**src/design/atlfp_pkg.sv**
```systemverilog
// Shared constants for the tag/length field parser.
// No dependencies; used by the parser top level.
package atlfp_pkg;

  localparam int NAME_MAX       = 32;
  localparam int VALUE_LEN_BITS = 20;

  localparam int NAME_IDX_W = $clog2(NAME_MAX);
  localparam int NAME_CNT_W = $clog2(NAME_MAX + 2);

  localparam logic [1:0] KIND_NAME  = 2'd0;
  localparam logic [1:0] KIND_VALUE = 2'd1;
  localparam logic [1:0] KIND_EOR   = 2'd2;

  localparam logic [7:0] CH_LT    = 8'h3C;
  localparam logic [7:0] CH_GT    = 8'h3E;
  localparam logic [7:0] CH_COLON = 8'h3A;

  localparam logic [7:0] EOH_TEXT [5] = '{8'h3C, 8'h65, 8'h6F, 8'h68, 8'h3E};
  localparam logic [7:0] EOR_TEXT [3] = '{8'h65, 8'h6F, 8'h72};

  function automatic logic [7:0] to_lower(input logic [7:0] c);
    logic [7:0] r;
    r = c;
    if (c >= 8'h41 && c <= 8'h5A) begin
      r = c + 8'd32;
    end
    return r;
  endfunction

  function automatic logic is_space(input logic [7:0] c);
    return (c == 8'h20) || (c >= 8'd9 && c <= 8'd13);
  endfunction

endpackage

```
**src/design/atlfp_ram.sv**
```systemverilog
// Generic simple dual-port RAM: one write port, one read port, registered read.
// No dependencies.
module atlfp_ram #(
  parameter int WIDTH = 8,
  parameter int DEPTH = 32
) (
  input  logic                     clk,
  input  logic                     wr_en,
  input  logic [$clog2(DEPTH)-1:0] wr_addr,
  input  logic [WIDTH-1:0]         wr_data,
  input  logic [$clog2(DEPTH)-1:0] rd_addr,
  output logic [WIDTH-1:0]         rd_data
);

  logic [WIDTH-1:0] mem [DEPTH];

  always_ff @(posedge clk) begin
    if (wr_en) begin
      mem[wr_addr] <= wr_data;
    end
    rd_data <= mem[rd_addr];
  end

endmodule

```
**src/design/adif_tag_length_field_parser.sv**
```systemverilog
// Top level of the tag/length field parser.
// Depends on atlfp_pkg and the name buffer RAM atlfp_ram.
//
// Takes one text byte per cycle and emits name characters, value bytes and
// end-of-record items through a one-entry output register. A byte is taken
// whenever the output register is free or being drained and no name is being
// emitted, so plain text and value bytes run at one byte per cycle. At the '>'
// that closes a field with a valid length, the k buffered name characters are
// read back from the name RAM one per cycle whenever the output register has
// room (the next address is prefetched, hiding the registered read), k at most
// NAME_MAX. A configuration write restarts parsing; no clearing pass is needed.
module adif_tag_length_field_parser
  import atlfp_pkg::*;
(
  input  logic                      clk,
  input  logic                      rst,
  input  logic                      cfg_valid,
  output logic                      cfg_ready,
  input  logic                      skip_header,
  input  logic                      text_valid,
  output logic                      text_ready,
  input  logic [7:0]                text_byte,
  output logic                      item_valid,
  input  logic                      item_ready,
  output logic [1:0]                item_kind,
  output logic [7:0]                data_byte,
  output logic [VALUE_LEN_BITS-1:0] value_length,
  output logic                      field_end,
  output logic                      run_last
);

  typedef enum logic [1:0] {M_HEADER, M_SEEK, M_TAG, M_VALUE} mode_t;
  typedef enum logic {S_RUN, S_EMIT} state_t;
  typedef enum logic [1:0] {L_EMPTY, L_DIGITS, L_BAD, L_CLOSED} len_stat_t;

  localparam int LW = VALUE_LEN_BITS;

  state_t                 state;
  mode_t                  mode;
  len_stat_t              len_stat;
  logic [2:0]             hdr_cnt;
  logic [NAME_CNT_W-1:0]  name_cnt;
  logic [NAME_CNT_W-1:0]  name_keep;
  logic [1:0]             part;
  logic [LW-1:0]          len_acc;
  logic [LW-1:0]          remain;
  logic [NAME_IDX_W-1:0]  emit_idx;
  logic [NAME_IDX_W-1:0]  emit_last;
  logic [7:0]             eor_buf [3];

  logic                   accept;
  logic                   slot_free;
  logic [7:0]             lc;
  logic                   ws;
  logic                   digit;
  logic [LW+3:0]          len_prod;
  logic [NAME_CNT_W-1:0]  emit_cnt;
  logic                   is_eor;
  logic                   len_ok;
  logic                   name_wr;
  logic                   emit_load;
  logic [NAME_IDX_W-1:0]  rd_addr;
  logic [7:0]             rd_data;

  assign cfg_ready  = 1'b1;
  assign slot_free  = !item_valid || item_ready;
  assign text_ready = (state == S_RUN) && slot_free;
  assign accept     = text_valid && text_ready;
  assign emit_load  = (state == S_EMIT) && slot_free;

  assign lc       = to_lower(text_byte);
  assign ws       = is_space(text_byte);
  assign digit    = (text_byte >= 8'h30) && (text_byte <= 8'h39);
  assign len_prod = {1'b0, len_acc, 3'b000} + {3'b000, len_acc, 1'b0}
                  + {(LW + 4 - 4)'(0), text_byte[3:0]};

  assign emit_cnt = (name_keep > NAME_CNT_W'(NAME_MAX)) ? NAME_CNT_W'(NAME_MAX) : name_keep;
  assign is_eor   = (name_keep == NAME_CNT_W'(3)) && (eor_buf[0] == EOR_TEXT[0])
                 && (eor_buf[1] == EOR_TEXT[1]) && (eor_buf[2] == EOR_TEXT[2]);
  assign len_ok   = (len_stat == L_DIGITS) || (len_stat == L_CLOSED);

  // name characters after leading whitespace go to the buffer while room remains
  assign name_wr = accept && (mode == M_TAG) && (text_byte != CH_GT)
                && (text_byte != CH_COLON) && (part == 2'd0)
                && !(name_cnt == '0 && ws) && (name_cnt < NAME_CNT_W'(NAME_MAX));

  // prefetch: address the entry that the output register will take next
  always_comb begin
    rd_addr = '0;
    if (state == S_EMIT) begin
      rd_addr = emit_load ? emit_idx + 1'b1 : emit_idx;
    end
  end

  atlfp_ram #(
    .WIDTH(8),
    .DEPTH(NAME_MAX)
  ) u_name_ram (
    .clk    (clk),
    .wr_en  (name_wr),
    .wr_addr(name_cnt[NAME_IDX_W-1:0]),
    .wr_data(lc),
    .rd_addr(rd_addr),
    .rd_data(rd_data)
  );

  always_ff @(posedge clk) begin
    if (item_valid && item_ready) begin
      item_valid <= 1'b0;
    end
    if (rst || cfg_valid) begin
      mode       <= (rst || skip_header) ? M_HEADER : M_SEEK;
      state      <= S_RUN;
      item_valid <= 1'b0;
      hdr_cnt    <= '0;
      name_cnt   <= '0;
      name_keep  <= '0;
      part       <= '0;
      len_acc    <= '0;
      len_stat   <= L_EMPTY;
      remain     <= '0;
      emit_idx   <= '0;
    end else if (state == S_EMIT) begin
      if (emit_load) begin
        item_valid   <= 1'b1;
        item_kind    <= KIND_NAME;
        data_byte    <= rd_data;
        value_length <= remain;
        run_last     <= (emit_idx == emit_last);
        field_end    <= (emit_idx == emit_last) && (remain == '0);
        emit_idx     <= emit_idx + 1'b1;
        if (emit_idx == emit_last) begin
          state <= S_RUN;
        end
      end
    end else if (accept) begin
      case (mode)
        M_HEADER: begin
          if (lc == EOH_TEXT[hdr_cnt]) begin
            if (hdr_cnt == 3'd4) begin
              hdr_cnt <= '0;
              mode    <= M_SEEK;
            end else begin
              hdr_cnt <= hdr_cnt + 3'd1;
            end
          end else begin
            hdr_cnt <= (text_byte == CH_LT) ? 3'd1 : 3'd0;
          end
        end
        M_SEEK: begin
          if (text_byte == CH_LT) begin
            mode <= M_TAG;
          end
        end
        M_TAG: begin
          if (text_byte == CH_GT) begin
            mode <= M_SEEK;
            if (is_eor) begin
              item_valid   <= 1'b1;
              item_kind    <= KIND_EOR;
              data_byte    <= '0;
              value_length <= '0;
              field_end    <= 1'b0;
              run_last     <= 1'b1;
            end else if (len_ok) begin
              remain    <= len_acc;
              emit_idx  <= '0;
              emit_last <= NAME_IDX_W'(emit_cnt - 1'b1);
              if (len_acc != '0) begin
                mode <= M_VALUE;
              end
              if (emit_cnt != '0) begin
                state <= S_EMIT;
              end
            end
            name_cnt  <= '0;
            name_keep <= '0;
            part      <= '0;
            len_acc   <= '0;
            len_stat  <= L_EMPTY;
          end else if (text_byte == CH_COLON) begin
            if (part < 2'd2) begin
              part <= part + 2'd1;
            end
          end else if (part == 2'd0) begin
            if (!(name_cnt == '0 && ws)) begin
              if (name_cnt < NAME_CNT_W'(3)) begin
                eor_buf[name_cnt[1:0]] <= lc;
              end
              if (!ws) begin
                name_keep <= name_cnt + 1'b1;
              end
              if (name_cnt < NAME_CNT_W'(NAME_MAX + 1)) begin
                name_cnt <= name_cnt + 1'b1;
              end
            end
          end else if (part == 2'd1) begin
            case (len_stat)
              L_EMPTY: begin
                if (digit) begin
                  len_acc  <= LW'(text_byte[3:0]);
                  len_stat <= L_DIGITS;
                end else if (!ws) begin
                  len_stat <= L_BAD;
                end
              end
              L_DIGITS: begin
                if (digit) begin
                  if (len_prod[LW+3:LW] != 4'd0) begin
                    len_stat <= L_BAD;
                  end else begin
                    len_acc <= len_prod[LW-1:0];
                  end
                end else if (ws) begin
                  len_stat <= L_CLOSED;
                end else begin
                  len_stat <= L_BAD;
                end
              end
              L_CLOSED: begin
                if (!ws) begin
                  len_stat <= L_BAD;
                end
              end
              default: ;
            endcase
          end
        end
        default: begin
          item_valid   <= 1'b1;
          item_kind    <= KIND_VALUE;
          data_byte    <= text_byte;
          value_length <= '0;
          field_end    <= (remain == LW'(1));
          run_last     <= 1'b1;
          remain       <= remain - 1'b1;
          if (remain == LW'(1)) begin
            mode <= M_SEEK;
          end
        end
      endcase
    end
  end

`ifndef SYNTH
  a_value_remain: assert property (@(posedge clk) disable iff (rst)
    (mode == M_VALUE) |-> (remain != '0))
    else $error("value mode with nothing remaining");

  a_emit_mode: assert property (@(posedge clk) disable iff (rst)
    (state == S_EMIT) |-> (mode == M_SEEK || mode == M_VALUE))
    else $error("name emission outside a closed tag");

  a_emit_range: assert property (@(posedge clk) disable iff (rst)
    (state == S_EMIT) |-> (emit_idx <= emit_last))
    else $error("name emission index past last character");

  // the raw count saturates one past NAME_MAX, the trimmed length may then pass the raw count by one
  a_keep_le_cnt: assert property (@(posedge clk) disable iff (rst)
    (name_keep <= name_cnt) || (name_cnt == NAME_CNT_W'(NAME_MAX + 1)))
    else $error("trimmed name longer than raw name");

  a_hdr_cnt: assert property (@(posedge clk) disable iff (rst)
    (mode != M_HEADER) |-> (hdr_cnt == '0))
    else $error("header match count left over after header scan");
`endif

endmodule
```
**config.mk**
```make
export PLATFORM = sky130hd
export DESIGN_NAME = adif_tag_length_field_parser
export DESIGN_NICKNAME = d
export VERILOG_FILES = /design/src/design/atlfp_pkg.sv /design/src/design/atlfp_ram.sv /design/src/design/adif_tag_length_field_parser.sv
export SDC_FILE = /design/constraint.sdc
export NUM_CORES = 1
export LEC_CHECK = 0
export ABC_CLOCK_PERIOD_IN_PS = 21800
export BUFFER_PORTS_ARGS = -buffer_cell sky130_fd_sc_hd__buf_2
export CORE_ASPECT_RATIO = 0.6
export CORE_MARGIN = 3
export CORE_UTILIZATION = 38
export CTS_BUF_LIST = sky130_fd_sc_hd__clkbuf_2
export CTS_CLUSTER_SIZE = 20
export DETAILED_ROUTE_END_ITERATION = 12
export GPL_TIMING_DRIVEN = 0
export PLACE_DENSITY_LB_ADDON = 0.3
export SYNTH_ARGS = -nofsm -noshare
export SYNTH_HDL_FRONTEND = slang
export SYNTH_HIERARCHICAL = 1
export SYNTH_SLANG_ARGS = --single-unit
```
**constraint.sdc**
```tcl
create_clock -name clk -period 21.8 [get_ports clk]
set_input_delay 1.09 -clock clk [delete_from_list [all_inputs] [get_ports clk]]
set_output_delay 1.09 -clock clk [all_outputs]
set_load 0.01 [all_outputs]
```
=== Yosys cells after proc, flatten, opt, wreduce, memory -nomap -nowiden ===
Memory sizes are Yosys's and may differ from the RTL's. A register that Yosys moved wholly into a read port is not among the register bits.
Cells that the tools add are included.

* Bits in registers: 105
* Latch bits: 0
* Memory bits (writable): 280
* Memory bits (read-only): 64
* Memories: 3

{| class="wikitable"
|+ Memories
! memory !! depth !! width !! read ports !! clocked after memory_dff !! write ports !! RTL line !! text
|-
| u_name_ram.mem || 32 || 8 || 1 || 1 || 1 || atlfp_ram.sv:15 || <nowiki>logic [WIDTH-1:0] mem [DEPTH];</nowiki>
|-
| (name not given) || 8 || 8 || 1 || 0 || 0 || adif_tag_length_field_parser.sv:139 || <nowiki>if (lc == EOH_TEXT[hdr_cnt]) begin</nowiki>
|-
| eor_buf || 3 || 8 || 3 || 0 || 1 || adif_tag_length_field_parser.sv:49 || <nowiki>logic [7:0] eor_buf [3];</nowiki>
|}

* Add/subtract/negate cells: 9
* $mul: 0
* Div/mod/pow operators: 0
* Order comparisons: 12
* Equal/unequal tests: 40
* Shift operators: 0
* Muxes and demuxes: 121
* Bitwise gates (word level): 5
* Reduce and logical (&&, ||, !) cells: 58

{| class="wikitable"
|+ Operator list
! operator !! number
|-
| 20-bit two-way mux || 15
|-
| 20-bit one-hot mux with 2 select lines || 3
|-
| 6-bit two-way mux || 11
|-
| 8-bit two-way mux || 8
|-
| 2-bit two-way mux || 27
|-
| 1-bit two-way mux || 40
|-
| 5-bit two-way mux || 8
|-
| 8-bit by 6-bit equality test with 1-bit output, second input constant || 4
|-
| 7-bit AND reduction || 4
|-
| 23-bit by 21-bit adder with 24-bit output || 1
|-
| 24-bit by 4-bit adder with 24-bit output || 1
|-
| 8-bit by 7-bit equality test with 1-bit output, second input constant || 3
|-
| 20-bit by 1-bit equality test with 1-bit output, second input constant || 1
|-
| 20-bit logical NOT || 1
|-
| 2-bit nonzero test || 10
|-
| 20-bit nonzero test || 1
|-
| 20-bit by 1-bit subtractor with 20-bit output, second input constant || 1
|-
| 1-bit logical AND || 18
|-
| 3-bit != test, second input constant || 6
|-
| 8-bit by 6-bit != test with 1-bit output, second input constant || 2
|-
| 8-bit one-hot mux with 2 select lines || 1
|-
| 6-bit < comparator, second input constant || 2
|-
| 2-bit != test, second input constant || 6
|-
| 2-bit one-hot mux with 3 select lines || 2
|-
| other kinds (45) || 69
|}

=== Depth between registers and ports, before layout ===
Gate-level depths: netlist of run 1.

* Depth in word-level cells: 13
* Mapped depth: 13
* Gate-level depth less buffers: 12

=== Modules after synthesis ===
The synthesis of run 1 kept the hierarchy.

{| class="wikitable"
|+ Modules (own cells, without submodules)
! module !! instances !! cells an instance !! area an instance (um2) !! seq. area each (um2)
|-
| atlfp_ram || 1 || 417 || 10,053.4 || 7,847.5
|-
| adif_tag_length_field_parser || 1 || 834 || 7,956.4 || 3,213.1
|}

=== Worst setup path before layout of run 1 ===
Ideal clock, no wire load.

* Kind: input -> register
* Start: input text_byte[2]
* End: register data_byte[0], enable pin
* Arrival time: 7,275 ps
* Data required time: 21,205 ps
* Slack: 13,930 ps
* Stages on the path: 5
* Buffers on the path: 2
* Cell sequence: clkbuf_1 buf_2 nand4_1 or2_2 a2111oi_0

* Cells in the longest elaborated chain, start to end: 3

{| class="wikitable"
|+ RTL lines
! element !! RTL line !! text
|-
| start: declaration || adif_tag_length_field_parser.sv:22 || <nowiki>input logic [7:0] text_byte,</nowiki>
|-
| 8-bit by 6-bit equality test with 1-bit output || adif_tag_length_field_parser.sv:156 || <nowiki>if (text_byte == CH_GT) begin</nowiki>
|-
| 3-bit by 2-bit != test with 1-bit output (no line) || - ||
|-
| 6-bit AND reduction (no line) || - ||
|-
| end signal: assignment || adif_tag_length_field_parser.sv:127 || <nowiki>data_byte <= rd_data;</nowiki>
|-
| end signal: assignment || adif_tag_length_field_parser.sv:232 || <nowiki>data_byte <= text_byte;</nowiki>
|-
| end: declaration || adif_tag_length_field_parser.sv:26 || <nowiki>output logic [7:0] data_byte,</nowiki>
|}

No other way between the ends.
A chain may end at the register's enable or synchronous reset.

=== Worst setup path in the final report of run 1 ===
* Start: input text_byte[3]
* End: register len_acc[9]

* Cells in the longest elaborated chain, start to end: 8
* Elaborated cells on any way between the ends: 22

{| class="wikitable"
|+ RTL lines
! element !! RTL line !! text
|-
| 24-bit by 4-bit adder with 24-bit output || adif_tag_length_field_parser.sv:75 || <nowiki>+ {(LW + 4 - 4)'(0), text_byte[3:0]};</nowiki>
|-
| 20-bit two-way mux || adif_tag_length_field_parser.sv:209 || <nowiki>if (len_prod[LW+3:LW] != 4'd0) begin</nowiki>
|-
| 20-bit two-way mux || adif_tag_length_field_parser.sv:208 || <nowiki>if (digit) begin</nowiki>
|-
| 20-bit one-hot mux with 2 select lines || adif_tag_length_field_parser.sv:198 || <nowiki>case (len_stat)</nowiki>
|-
| 20-bit two-way mux || adif_tag_length_field_parser.sv:197 || <nowiki>end else if (part == 2'd1) begin</nowiki>
|-
| 20-bit two-way mux || adif_tag_length_field_parser.sv:185 || <nowiki>end else if (part == 2'd0) begin</nowiki>
|-
| 20-bit two-way mux || adif_tag_length_field_parser.sv:181 || <nowiki>end else if (text_byte == CH_COLON) begin</nowiki>
|-
| 20-bit two-way mux || adif_tag_length_field_parser.sv:156 ||
|-
| end signal: assignment || adif_tag_length_field_parser.sv:201 || <nowiki>len_acc <= LW'(text_byte[3:0]);</nowiki>
|-
| end signal: assignment || adif_tag_length_field_parser.sv:212 || <nowiki>len_acc <= len_prod[LW-1:0];</nowiki>
|-
| end: declaration || adif_tag_length_field_parser.sv:45 || <nowiki>logic [LW-1:0] len_acc;</nowiki>
|}

Several ways; a longest one is shown, not always the timed one. The select of a mux whose other input is x is not followed.

==> metrics.md, run 1 <==
| Metric | Value |
|---|---|
| Adder-Cell Fraction of Synth Area | under 10% |
| Synth Net Count | ~1300 |
| Most common cell after layout, fill and taps aside | edfxtp_1 |
| Final hold vios | 0 |
| CTS max path bufs | 3 |
| Largest cells by area after synthesis | edfxtp_1, mux4_2, dfxtp_1, ha_1, nor2_1 |
| Critical Path Sink Type | flip-flop |
| Detail Route Antenna Nets | 0 |
| Final Wtd Congestion | 0.896 |
| Hold Path Class | in -> reg |
| Share of layout cells above drive strength 1 | between 20% and 30% |
| Slew Limit Fails | 0 |
| Critical path's largest stage delay | 690 ps |
| Distinct cells, synth | 90 |
| Largest net degree at the start of global routing | 42 |
| Routed vias/inst | 5.55 |
| Post-synth top area share | 53.2% |
| Fillers | 4335 |
| FF-to-FF End | u_name_ram/rd_data[4]$_DFF_P_ |
| CP Cell Sequence | buf_2 > inv_2 > fa_1 > inv_1 > fa_1 > a21oi_1 > o221ai_2 > a21oi_1 > o221ai_1 > xnor2_1 > nand4b_1 > nor3_4 > buf_6 > a22o_1 |
| Reg clk slew, reported paths | ~110 ps |
| CTS buffer count | 92 |
| CP Launch Type | primary input |
| Hold path start | skip_header |
| Reg2reg start | state$_SDFF_PN0_ |
| Area delta synth->final | 10.7% |
| Placed instance area | 19100 um^2 |
| Remaining global-route overflow | 0 |
| Wire length per cell | 22.3 um |
| Setup Buffers After CTS | 0 |
| PortBufs | 47 |
| Nets | between 1000 and 1500 |
| Root buffer cell | clkbuf_2 |
| Sequential cell area fraction in the yosys report | 61.4% |
| VDD IR max | 32.1 uV |
| DRC viols | 0 |
| Mapped Area | 18000 um^2 |
| Hold path depth | 2 |
| H-tree depth | 3 |
| Core area | 46600 um^2 |
| Hold path endpoint | mode[0]$_DFFE_PP_ |
| CP arrival | 5640 ps |
| Clk_lat worst skew | 980 ps |
| Max-cap violations | 0 |
| Resized Gates After CTS | 0 |
| Outcome | finished clean |
| WL final | 46700 um |
| R2R depth | 8 |
| # rows | 61 |
| Worst slew pin tran | about 1300 ps |
| EDFF count, synth | 319 |
| Slowest cell on the critical path | buf_2 |
| DRT iter0 DRCs | 1243 |
| LEAKAGE | 6.92 nW |
| First-pass GRT wire length | 70300 um |
| Number of hold buffers added after cts | 0 |
| CP Class | in -> reg |
| # setup viols final | 0 |
| Width of the die | approximately 290 um |
| Detail Placement HPWL | 32900 um |
| Initial antenna violation count | 5 |
| CTS tree | built |
| Synth Warn # | 6 |
| Tcrit/Tclk final | approximately 22% |
| Die area | roughly 50000 um^2 |
| Post-Synth Simple-Gate Area | 10.4% |
| Max Freq | 0.208 GHz |
| Initial Utilization | between 30% and 40% |
| Worst Skew | 83.4 ps |
| Power Density | 68.8 nW/um^2 |
| Total global-route track usage | 18.8% |
| R2R setup slack | 17460 ps |
| Clk sinks | 393 |
| Proportion of synthesized area in mux cells | 11.0% |
| Via count | about 12000 |
| Vias in the first global route | 11300 |
| Rel. slew slack | 12.5% |
| Worst EP required | 22640 ps |
| Synth async-reset ratio | 0% |
| Mean post-synth cell area | 14.4 um^2 |
| Largest family of logic cells by synthesized area | multiplexers |
| RSZ-0062 raised after global routing | false |
| Leading area contributor after synthesis | edfxtp_1 |
| Post-synthesis compound-gate area fraction | 8.48% |
| Synth Instances | 1251 |
| Setup TNS Final | 0 ps |
| Vert. Die Dim | 175 um |
| DRT Pass-1 Iters | 7 |
| Seq cells post-synth | 393 |
| Final min period | between 4000 and 5000 ps |
| Post-Synth XOR/XNOR Area | 1.60% |
| Finished Cell Area | 19900 um^2 |
| Ports | 49 |
| Top_reg_cell synth | edfxtp_1 |
| Most frequent cells in the layout | edfxtp_1, clkbuf_2, nor2_1 |
| CP Max Fanout | 41 |
==> power by group <==
| group | switching (mW) | internal, mW | leakage [nW] |
|---|---|---|---|
| clock | 0.287 | 0.191 | 0.645 |
| combinational | 0.0513 | 0.0267 | 2.77 |
| sequential | 0.00326 | 0.813 | 3.50 |
==> stage by stage <==
stage	setup WS [ps]	std cells	hold WS (ps)	utilization (%)	total power, mW
2_1_floorplan	13930	1251	471	-	0.882
3_3_place_gp	10560	1928	509	40.9	0.908
3_5_place_dp	16050	1933	517	41.0	0.910
4_1_cts	17080	2094	358	42.8	1.39
5_1_grt	16700	2096	367	42.8	1.44
6_report	17000	2096	464	42.8	1.37
==> layer usage <==
metal  track usage [%]  share of wire (%)  routed length, um  vias up
li1                  -                  -                  -     5222
met1              30.2                 49              22900     5834
met2              22.1                 37              17200      522
met3              8.08                 13               6010       51
met4              5.04                1.3                610        0
met5                 0                  0                  0        -
==> cell families after synthesis <==
kind of cell / after synthesis
flops: 393
simple gates: 349
compound gates: 224
mux: 96
buf+inv: 91
fa+ha+maj: 64
xor+xnor: 33
other cells: 1
==> synthesized netlist by cell type, types with 9 or more instances <==
library cell and instances:
a21o_1 9, a21oi_1 56, a22o_1 26, a22oi_1 13, and2_1 33, buf_1 9
buf_4 9, clkbuf_1 27, dfxtp_1 74, edfxtp_1 319, ha_1 62, inv_1 29
mux2_2 9, mux4_2 80, nand2_1 65, nand3_1 22, nand4_1 10, nor2_1 110
nor2b_1 9, nor3_1 23, nor4_1 14, o21ai_0 43, xnor2_1 22, xor2_1 11
==> area by class of cell <==
cell class	count	area, um^2	area share, %
clock inverter	22	143	0.715
inverter	30	113	0.565
tap	630	788	3.95
timing repair buffer	52	280	1.41
clock buffer	139	696	3.49
antenna	2	5.00	0.0251
buffer	61	362	1.81
sequential	393	11100	55.5
multi-input combinational	767	6490	32.6
==> how the worst max path moves through the flow <==
stage | end | depth (start not counted) | from
after floorplan | data_byte[0]$_DFFE_PP_ | 5 | text_byte[2]
after global placement | data_byte[4]$_DFFE_PP_ | 5 | text_byte[1]
after detailed placement | len_acc[9]$_SDFFE_PN0P_ | 14 | text_byte[3]
after CTS | len_acc[9]$_SDFFE_PN0P_ | 14 | text_byte[3]
after global routing | len_acc[9]$_SDFFE_PN0P_ | 14 | text_byte[3]
final | len_acc[9]$_SDFFE_PN0P_ | 14 | text_byte[3]
==> critical path: cells and delay by family <==
family	cells	cell delay, ps
fa+ha+maj	2	1060
buf+inv	4	1300
simple gates	2	770
compound gates	5	1130
xor+xnor	1	230
==> flip-flops by register name, summed over array words and instances, names as in the netlist, 3 cells and up <==
signal	flops
value_length	20
u_name_ram/mem	256
name_keep	6
emit_idx	5
hdr_cnt	3
u_name_ram/rd_data	8
remain	20
eor_buf	24
len_acc	20
emit_last	5
name_cnt	6
data_byte	8
No activity file was read; power rests on OpenSTA's default activity.
==> run 2: changes to the inputs <==
--- a/config.mk
+++ b/config.mk
@@ -5,7 +5,8 @@
 export SDC_FILE = /design/constraint.sdc
 export NUM_CORES = 1
 export LEC_CHECK = 0
-export ABC_CLOCK_PERIOD_IN_PS = 21800
+export ABC_AREA = 1
+export ABC_CLOCK_PERIOD_IN_PS = 4200
 export BUFFER_PORTS_ARGS = -buffer_cell sky130_fd_sc_hd__buf_2
 export CORE_ASPECT_RATIO = 0.6
 export CORE_MARGIN = 3
==> constraint.sdc (replaced) <==
create_clock -name clk -period 4.2 [get_ports clk]
set_input_delay 0.21 -clock clk [delete_from_list [all_inputs] [get_ports clk]]
set_output_delay 0.21 -clock clk [all_outputs]
set_load 0.01 [all_outputs]
==> run 2 against run 1 <==
  * Combinational power grew to 5.4 times the previous value
  * Non-clock buffer count increased by 41
  * Critical path depth is 1 higher
  * Cell area up 7.6%
  * Power increased to 5.3 times the previous value
  * First-iteration DRC count grew 50%
  * Synthesized cell count rose by 65%
  * Clock power rose to 5.5 times the previous value
  * Register-to-register slack worse by 17000 ps
  * Sequential power rose to 5.2 times the previous value
==> metrics.md, run 2 <==
| Metric | Value |
|---|---|
| Outcome | finished clean |
| CTS tree | built |
| Max Freq | around 0.26 GHz |
| Hold Path Class | in -> reg |
| Sequential Power Share | 58.1% (-1.4 points) |
| Mapped Area | 19200 um^2 (+6.7%) |
| Distinct cells, synth | 48 (-47%) |
| DRC viols | 0 (unchanged) |
| Post-synth top area share | 49.8% (-3.3 points) |
| Seq cells post-synth | 393 (unchanged) |
| Most common cell in the synthesized netlist | nand2_1 |
| Dpl ws | 107 ps (-15940 ps) |
| H-tree depth | 3 (unchanged) |
| GRT busiest layer | met1 |
| Leading area contributor after synthesis | edfxtp_1 |
| Share of layout cells above drive strength 1 | 13.6% (-10 points) |
| CTS max path bufs | 3 (unchanged) |
| WL final | 56600 um (+21%) |
| Detail Placement HPWL | 39600 um (+20%) |
| Pint | 5.40 mW (+420%) |
| Mean post-synth cell area | 9.32 um^2 (-35%) |
| Most frequent cells in the layout | nand2_1, edfxtp_1, nand3_1 |
| Via count | 15700 (+35%) |
| Nets | 2308 (+56%) |
| Vias in the first global route | 14500 (+29%) |
| EDFF count, synth | 319 (unchanged) |
| Clk sinks | 393 (unchanged) |
| Largest net degree at the start of global routing | 42 (unchanged) |
| Root buffer cell | clkbuf_2 |
| Detail Route Antenna Nets | 0 (unchanged) |
| P_sw | 1.90 mW (+460%) |
| Clk_lat worst skew | 1060 ps (+80 ps) |
| Final Non-Filler Cells | 2961 (+41%) |
| Placed instance area | 20300 um^2 (+6.4%) |
| Final min period | 3870 ps |
| Met2 Use GR | 26.6% (+4.5 points) |
| Worst setup margin | 334 ps (-16660 ps) |
| Area delta synth->final | 11.6% |
| Placed cells | 2762 (+43%) |
| Initial antenna violation count | 1 (-4) |
| LEAKAGE | 8.76 nW (+27%) |
| Ports | 49 (unchanged) |
| Finished Cell Area | 21500 um^2 (+7.6%) |
| Routed vias/inst | 5.31 (-4.3%) |
| Remaining global-route overflow | 0 (unchanged) |
| Post-synth top cells | nand2_1, edfxtp_1, nand3_1, nor2_1, inv_1 |
| Max reg flops | 256 (unchanged) |
| # setup viols final | 0 (unchanged) |
| PortBufs | 47 (unchanged) |
| Total global-route track usage | 21.3% (+2.5 points) |
| Reg clk slew, reported paths | 130 ps (+20 ps) |
| CTS buffer count | 95 (+3.3%) |
| Top_reg_cell synth | edfxtp_1 |
| Final hold vios | 0 (unchanged) |
| Rel. slew slack | 28.0% (+15 points) |
| CP Max Fanout | 39 (-4.9%) |
| Synth Net Count | 2141 (+61%) |
| Critical Path Sink Type | flip-flop |
| First-pass GRT wire length | 86000 um (+22%) |
| Max-cap violations | 0 (unchanged) |
| DRT Pass-1 Iters | 6 (-1) |
| Die area | 53400 um^2 (+6.5%) |
| Sw frac | 26.0% (+1.1 points) |
| GR Util met3 | 7.14% (-0.94 points) |
| Sequential cell area fraction in the yosys report | 57.5% (-3.9 points) |
| Synth Instances | 2063 (+65%) |
| VDD IR max | 153 uV (+380%) |
| # rows | 63 (+3.3%) |
| Top reg by flops | u_name_ram/mem |
| Initial Utilization | 38.7% (about the same) |
| Wire length per cell | 19.1 um (-14%) |
| Worst slew pin tran | 1080 ps (-236 ps) |
| DRT iter0 DRCs | 1864 (+50%) |
| Tcrit/Tclk final | 92.0% |
| Final Wtd Congestion | 0.925 (+3.2%) |
| Core area | 49700 um^2 (+6.7%) |
| CP Class | in -> reg |
| Slew Limit Fails | 0 (unchanged) |
| Width of the die | 296 um (+3.2%) |
| CP arrival | 4810 ps (-830 ps) |
| CP Launch Type | primary input |
| GR Util met1 | 34.1% (+3.9 points) |
| Power Density | 340 nW/um^2 (+390%) |
| Worst Skew | 109 ps (+25.8 ps) |
| Largest cells by area after synthesis | edfxtp_1, nand2_1, dfxtp_1, nand3_1, ha_1 |
| Comb pwr share | 5.7% (about the same) |
| Vert. Die Dim | 180 um (+3.2%) |
| RSZ-0062 raised after global routing | false |
| Worst EP required | 5140 ps (-17500 ps) |
| Synth async-reset ratio | 0% (unchanged) |
| Synth Warn # | 6 (unchanged) |
| Setup Buffers After CTS | 0 (unchanged) |
| Most common cell after layout, fill and taps aside | nand2_1 |
| Clock group share of total power | 36.1% (+1.3 points) |
## run 2: worst paths after layout
path,startpoint,to,slack [ps],cells after the start
worst max register to register,len_acc[2]$_SDFFE_PN0P_,len_acc[8]$_SDFFE_PN0P_,700,19
worst min-delay path,rst,mode[0]$_DFFE_PP_,140,5
worst min register to register,u_name_ram/rd_data[5]$_DFF_P_,data_byte[5]$_DFFE_PP_,520,2
worst max-delay path,text_byte[1],hdr_cnt[2]$_SDFFE_PN0P_,330,15
## run 2: stage by stage
| step | hold WS (ps) | setup TNS (ps) | util, % | power, mW |
|---|---|---|---|---|
| 6_report | 141 | 0 | 43.2 | 7.30 |
| 5_1_grt | 50.8 | 0 | 43.2 | 7.65 |
| 4_1_cts | 68.9 | 0 | 43.2 | 7.37 |
| 3_5_place_dp | 504 | 0 | 40.9 | 4.73 |
| 3_3_place_gp | 485 | -47160 | 40.8 | 4.72 |
| 2_1_floorplan | 309 | 0 | - | 4.57 |
## run 2: final cells by class
class,instances,area [um^2]
Antenna cell,2,5.00
Inverter,161,604
Tap cell,650,813
Clock inverter,30,186
Timing Repair Buffer,70,468
Multi-Input combinational cell,1425,6990
Clock buffer,146,731
Fill cell,4869,28200
Buffer,84,594
Sequential cell,393,11100
## run 2: per-layer routing
metal  routed length [um]  vias up
li1                     -     7389
met1                27400     7496
met2                21000      749
met3                 7240       94
met4                 1010        0
met5                    0        -
## run 2: logic make-up (layout without fill, tap and decap cells)
family | Yosys count | in the layout | synth area share [%]
flip-flops | 393 | 393 | 57.5
AO/OA/AOI/OAI | 204 | 204 | 6.09
other | 1 | 3 | 0.0195
AND/OR/NAND/NOR | 1137 | 1137 | 25.0
adder cells (fa/ha/maj) | 64 | 64 | 4.24
buffers and inverters | 245 | 491 | 6.24
XOR/XNOR | 19 | 19 | 0.866
## run 2: power groups by stage
stage                     registers [mW]  clock network, mW  logic (mW)
after global placement              4.33                  0       0.390
after CTS                           4.24               2.71       0.413
after floorplan                     4.33                  0       0.241
final                               4.24               2.64       0.418
after detailed placement            4.33                  0       0.398
after global routing                4.25               2.94       0.469
## run 2: repair_timing
| item | 4_1_cts | 5_1_grt |
|---|---|---|
| hold buffers | 21 | 0 |
| setup endpoints to repair | 0 | 1 |
| hold endpoints to repair | 254 | 0 |
| resized for setup | 0 | 1 |
## run 2: critical path, stage by stage
cell	delay [ps]
dlygate4sd3_1	520
buf_2	740
inv_1	390
nor2_2	240
nand2_1	110
a21oi_1	150
nand2_1	120
inv_1	90
nand2_1	60
nand2_2	630
nor2_1	180
nand4_1	120
dlygate4sd3_1	550
a21oi_1	70
dlygate4sd3_1	580
